--- src/rtl/tapc_pkg.sv ---
// Shared types, constants and arithmetic helpers for the tiled average predictor codec.
package tapc_pkg;

    localparam int SAMPLE_W   = 16;
    localparam int DIM_W      = 13;
    localparam int HEIGHT_W   = 16;
    localparam int CFG_IDX_W  = 8;
    localparam int CFG_DATA_W = 16;

    typedef enum logic [CFG_IDX_W-1:0] {
        REG_MODE         = 8'd0,
        REG_IMAGE_WIDTH  = 8'd1,
        REG_IMAGE_HEIGHT = 8'd2,
        REG_TILE_SIZE    = 8'd3
    } cfg_reg_t;

    localparam logic MODE_ENCODE = 1'b0;
    localparam logic MODE_DECODE = 1'b1;

    localparam logic                MODE_RESET   = MODE_ENCODE;
    localparam logic [DIM_W-1:0]    WIDTH_RESET  = 13'd1024;
    localparam logic [HEIGHT_W-1:0] HEIGHT_RESET = 16'd1024;
    localparam logic [DIM_W-1:0]    TILE_RESET   = 13'd16;

    typedef struct packed {
        logic first_col;
        logic first_row;
        logic frame_end;
    } pos_flags_t;

    // floor((a + b) / 2) on two's complement operands
    function automatic logic [SAMPLE_W-1:0] half_sum(input logic [SAMPLE_W-1:0] a,
                                                     input logic [SAMPLE_W-1:0] b);
        logic signed [SAMPLE_W:0] sum;
        sum = $signed({a[SAMPLE_W-1], a}) + $signed({b[SAMPLE_W-1], b});
        return sum[SAMPLE_W:1];
    endfunction

endpackage

--- src/rtl/tapc_pos.sv ---
// Raster and tile position counters, advanced once per accepted word.
module tapc_pos #(
    parameter int MAX_WIDTH = 4096,
    localparam int CW = $clog2(MAX_WIDTH)
) (
    input  logic                           aclk,
    input  logic                           aresetn,
    input  logic                           adv,
    input  logic                           frame_start,
    input  logic [tapc_pkg::DIM_W-1:0]     image_width,
    input  logic [tapc_pkg::HEIGHT_W-1:0]  image_height,
    input  logic [tapc_pkg::DIM_W-1:0]     tile_size,
    output logic [CW-1:0]                  col,
    output tapc_pkg::pos_flags_t           flags
);

    localparam int CMP_W = (CW + 1 > tapc_pkg::DIM_W + 1) ? CW + 1 : tapc_pkg::DIM_W + 1;
    localparam int HW    = tapc_pkg::HEIGHT_W;
    localparam int TW    = tapc_pkg::DIM_W;

    logic [CW-1:0] cc_reg, cc_next, cc;
    logic [HW-1:0] rc_reg, rc_next, rc;
    logic [TW-1:0] tcp_reg, tcp_next, tcp;
    logic [TW-1:0] trp_reg, trp_next, trp;

    logic [CMP_W-1:0] w_eff, col_inc;
    logic [HW:0]      h_eff, rc_inc;
    logic [TW:0]      t_eff, tcp_inc, trp_inc;
    logic             row_end, frame_end;

    always_comb begin
        w_eff = (image_width == '0) ? CMP_W'(1) : CMP_W'(image_width);
        if (w_eff > CMP_W'(MAX_WIDTH)) begin
            w_eff = CMP_W'(MAX_WIDTH);
        end
        h_eff = (image_height == '0) ? (HW+1)'(1) : {1'b0, image_height};
        t_eff = (tile_size == '0) ? (TW+1)'(1) : {1'b0, tile_size};
    end

    // frame_start restarts the counters for the word that carries it
    assign cc  = frame_start ? '0 : cc_reg;
    assign rc  = frame_start ? '0 : rc_reg;
    assign tcp = frame_start ? '0 : tcp_reg;
    assign trp = frame_start ? '0 : trp_reg;

    assign col_inc = CMP_W'(cc) + CMP_W'(1);
    assign rc_inc  = {1'b0, rc} + (HW+1)'(1);
    assign tcp_inc = {1'b0, tcp} + (TW+1)'(1);
    assign trp_inc = {1'b0, trp} + (TW+1)'(1);

    assign row_end   = col_inc >= w_eff;
    assign frame_end = row_end && (rc_inc >= h_eff);

    assign col             = cc;
    assign flags.first_col = (tcp == '0);
    assign flags.first_row = (trp == '0);
    assign flags.frame_end = frame_end;

    always_comb begin
        cc_next  = cc_reg;
        rc_next  = rc_reg;
        tcp_next = tcp_reg;
        trp_next = trp_reg;
        if (adv) begin
            if (row_end) begin
                cc_next  = '0;
                tcp_next = '0;
                if (frame_end) begin
                    rc_next  = '0;
                    trp_next = '0;
                end else begin
                    rc_next  = rc_inc[HW-1:0];
                    trp_next = (trp_inc >= t_eff) ? '0 : trp_inc[TW-1:0];
                end
            end else begin
                // cc + 1 < width <= MAX_WIDTH, so the low bits hold it
                cc_next  = col_inc[CW-1:0];
                rc_next  = rc;
                trp_next = trp;
                tcp_next = (tcp_inc >= t_eff) ? '0 : tcp_inc[TW-1:0];
            end
        end
    end

    always_ff @(posedge aclk) begin
        if (!aresetn) begin
            cc_reg  <= '0;
            rc_reg  <= '0;
            tcp_reg <= '0;
            trp_reg <= '0;
        end else begin
            cc_reg  <= cc_next;
            rc_reg  <= rc_next;
            tcp_reg <= tcp_next;
            trp_reg <= trp_next;
        end
    end

endmodule

--- config.mk ---
export PLATFORM = sky130hd
export DESIGN_NAME = tapc_pos
export DESIGN_NICKNAME = d
export VERILOG_FILES = /design/src/rtl/tapc_pkg.sv /design/src/rtl/tapc_pos.sv
export SDC_FILE = /design/constraint.sdc
export NUM_CORES = 1
export LEC_CHECK = 0
export BUFFER_PORTS_ARGS = -buffer_cell sky130_fd_sc_hd__buf_2
export CORE_ASPECT_RATIO = 1.1
export CORE_MARGIN = 2
export CORE_UTILIZATION = 59
export DETAILED_ROUTE_END_ITERATION = 6
export PLACE_DENSITY = 0.77
export REMOVE_ABC_BUFFERS = 1
export SYNTH_ARGS = -nofsm -noshare
export SYNTH_HDL_FRONTEND = slang
export SYNTH_SLANG_ARGS = --single-unit
--- constraint.sdc ---
create_clock -name aclk -period 6.4 [get_ports aclk]
set_clock_uncertainty 0.05 [all_clocks]
set_input_delay 0.64 -clock aclk [delete_from_list [all_inputs] [get_ports aclk]]
set_output_delay 0.64 -clock aclk [all_outputs]
set_load 0.05 [all_outputs]
==> run summary <==
final period utilization: 0.8084
Syn Inst Count: 612
commonest register cell after synthesis: dfxtp_1
Setup CP Type: primary input to primary output
Hold Path Class: flip-flop to flip-flop
Lkg Pwr: 0.002350 uW
largest net degree at the start of global routing: 50
Highest Signal Layer: met4
critical path data arrival time: 4.48 ns
Setup Buffers After CTS: 0
layout cells sized above 1: 0.1210
peak supply drop: 0.00007975 V
Crit-path slowest cell: buf_2
row cnt: 34
hold buffer count at CTS: 0
vias per inst: 5.959
WP buf/inv: 2
GRT Total Usage: 0.2521
Crit path max-delay family: simple AND/OR/NAND/NOR gates
Hold Crit Depth: 2
Post-synth ARST share: 0
CTS buffer count: 5
CTS max path bufs: 2
Final Max Slew Viols: 0
GPL Wtd Cong: 0.9181
Achievable Freq: 193.3 MHz
post-synth top area cell: dfxtp_1
final WL: 11.24 mm
Post-Layout Cell Count: 761
Synth Register Bits: 54
clk_lat worst skew: 0.31 ns
CP Launch Type: primary input
CTS Sinks: 54
n_diodes: 0
Final Hold Violating Endpoints: 0
initial antenna violation count: 0
Seq/Total Area, Yosys: 0.2256
synth top area cells: dfxtp_1, ha_1, xnor2_1
metal2 WL: 5.514 mm
ANT nets after route: 0
post-DR wirelength/cell: 14.77 um
CP max FO: 49
DR vias: 4,535
share of the synthesized area in the top cell type: 0.2256
RSZ-0062 raised after global routing: no
dpl cells: 754
PwrDens: 121.7 nW/um2
Synth cell types: 59
first drt pass iteration count: 5
Met1 Wirelength: 5.012 mm
Levels on crit path: 13
core area: 7913 um2
Residual DRC: 0
Mapped Area: 4791 um2
Setup TNS: 0 ns
Ports: 61
DP HPWL: 8.547 mm
CTS tree: built
Most Frequent Cell on Critical Path: and3_1
Slew headroom: 0.3517
CP peak stage delay: 0.61 ns
setup violators final: 0
Layout area overhead: 8.201%
Post-Syn Area per Cell: 7.828 um2
met3 WL post-DR: 540 um
first-pass GRT wire length: 19.00 mm
CTS Root Cell: clkbuf_8
CP endpoint kind: primary output
Chip Height: 98.51 um
crit path cell chain: buf_2 -> nor2b_1 -> ha_1 -> and3_1 -> and3_1 -> and3_1 -> ha_1 -> and3_1 -> a221o_1 -> a2111oi_2 -> or2_1 -> nor2_1 -> buf_2
Initial Utilization: 0.6055
I/O Buffers: 60
post-cts resize count: 0
Worst EP required: 5.71 ns
R2R cell count: 13
clk slew on worst S/H paths: 0.09 ns
Worst Max-Slew Pin Slew: 0.9704 ns
status: finished clean
Die Span X: 89.92 um
die area: 8858 um2
max cap viols: 0
vias in the first global route: 4,150
gr ovfl total: 0
Syn. warnings: 0
crit path time final: 5.174 ns
Largest register FFs: 16
Post-synth EDFFs: 0
H-tree depth: 2
DRT iter0 DRCs: 189
nets@finish: 760
==> final timing paths <==
| kind | start | endpoint | slack (ns) |
|---|---|---|---|
| max reg2reg | cc_reg[0]$_SDFFE_PN0P_ | rc_reg[9]$_SDFFE_PN0P_ | 2.17 |
| min | cc_reg[10]$_SDFFE_PN0P_ | cc_reg[10]$_SDFFE_PN0P_ | 0.44 |
| max | frame_start | flags[0] | 1.23 |
| min reg2reg | cc_reg[10]$_SDFFE_PN0P_ | cc_reg[10]$_SDFFE_PN0P_ | 0.44 |
==> layout by cell type, fill, tap and decap left out, types with 15 or more instances in the layout <==
master,Yosys,final
a21oi_1,22,22
nor2b_1,30,30
ha_1,61,61
nor2_1,48,48
nand2b_1,20,20
xnor2_1,26,26
nand2_1,55,55
nand4_1,15,15
nand3_1,32,32
dfxtp_1,54,54
o21ai_0,20,20
inv_1,41,41
xor2_1,16,16
a21boi_0,15,15
buf_2,4,60
a22o_1,19,19
==> metal layers <==
| layer | vias to the layer above | global-route usage |
|---|---|---|
| li1 | 2271 | - |
| met1 | 2120 | 0.3231 |
| met2 | 128 | 0.4487 |
| met3 | 16 | 0.03058 |
| met4 | 0 | 0.07219 |
| met5 | - | 0 |
==> logic make-up after synthesis <==
family,Yosys count,synth area share
buf+inv,68,0.05981
mux,1,0.002350
simple gates,255,0.2813
xor+xnor,42,0.07678
fa+ha+maj,61,0.1593
flops,54,0.2256
compound gates,131,0.1948
==> worst min-delay path, stage by stage (launching register included) <==
cell and delay, ns:
dfxtp_1 0.33, nand2_1 0.06, a21boi_0 0.06
==> stage by stage <==
stage / utilization / hold slack [ns] / cell area (um2) / setup WS [ns] / total power (uW)
after floorplan: - / 0.4036 / 4658 / 1.690 / 402.4
after global routing: 0.6551 / 0.4744 / 5184 / 0.9838 / 662.6
after detailed placement: 0.6447 / 0.4364 / 5101 / 1.266 / 446.3
final: 0.6551 / 0.4444 / 5184 / 1.226 / 630.8
after CTS: 0.6551 / 0.4517 / 5184 / 1.284 / 633.7
after global placement: 0.6447 / 0.4199 / 5101 / 1.457 / 442.6
==> layout make-up <==
type	instances	area (um2)
tap	108	135.1
clock inverter	2	13.76
multi-input combinational	490	3423
timing repair buffer	61	307.8
fill	697	2729
inverter	41	153.9
sequential	54	1081
clock buffer	5	68.82
==> Yosys cell counts, types with 4 or more instances <==
cell	number
ha_1	61
buf_2	4
nor2b_1	30
nand3_1	32
nand2b_1	20
and4_1	5
xnor2_1	26
a31oi_1	7
nor3_1	6
a22o_1	19
xor2_1	16
a21oi_1	22
nor2_1	48
inv_1	41
clkbuf_1	17
nand4_1	15
o31ai_1	4
and3_1	11
o21ai_1	5
a21boi_0	15
dfxtp_1	54
o21ai_0	20
a21o_1	12
a22oi_1	5
nor4_1	13
nand2_1	55
==> report_power, final <==
group / total (uW) / internal, uW / switching, uW
Clock: 191 / 76.0 / 115
Combinational: 99.1 / 37.4 / 61.7
Sequential: 340 / 338 / 2.09
(Power assumes the default switching activity.)
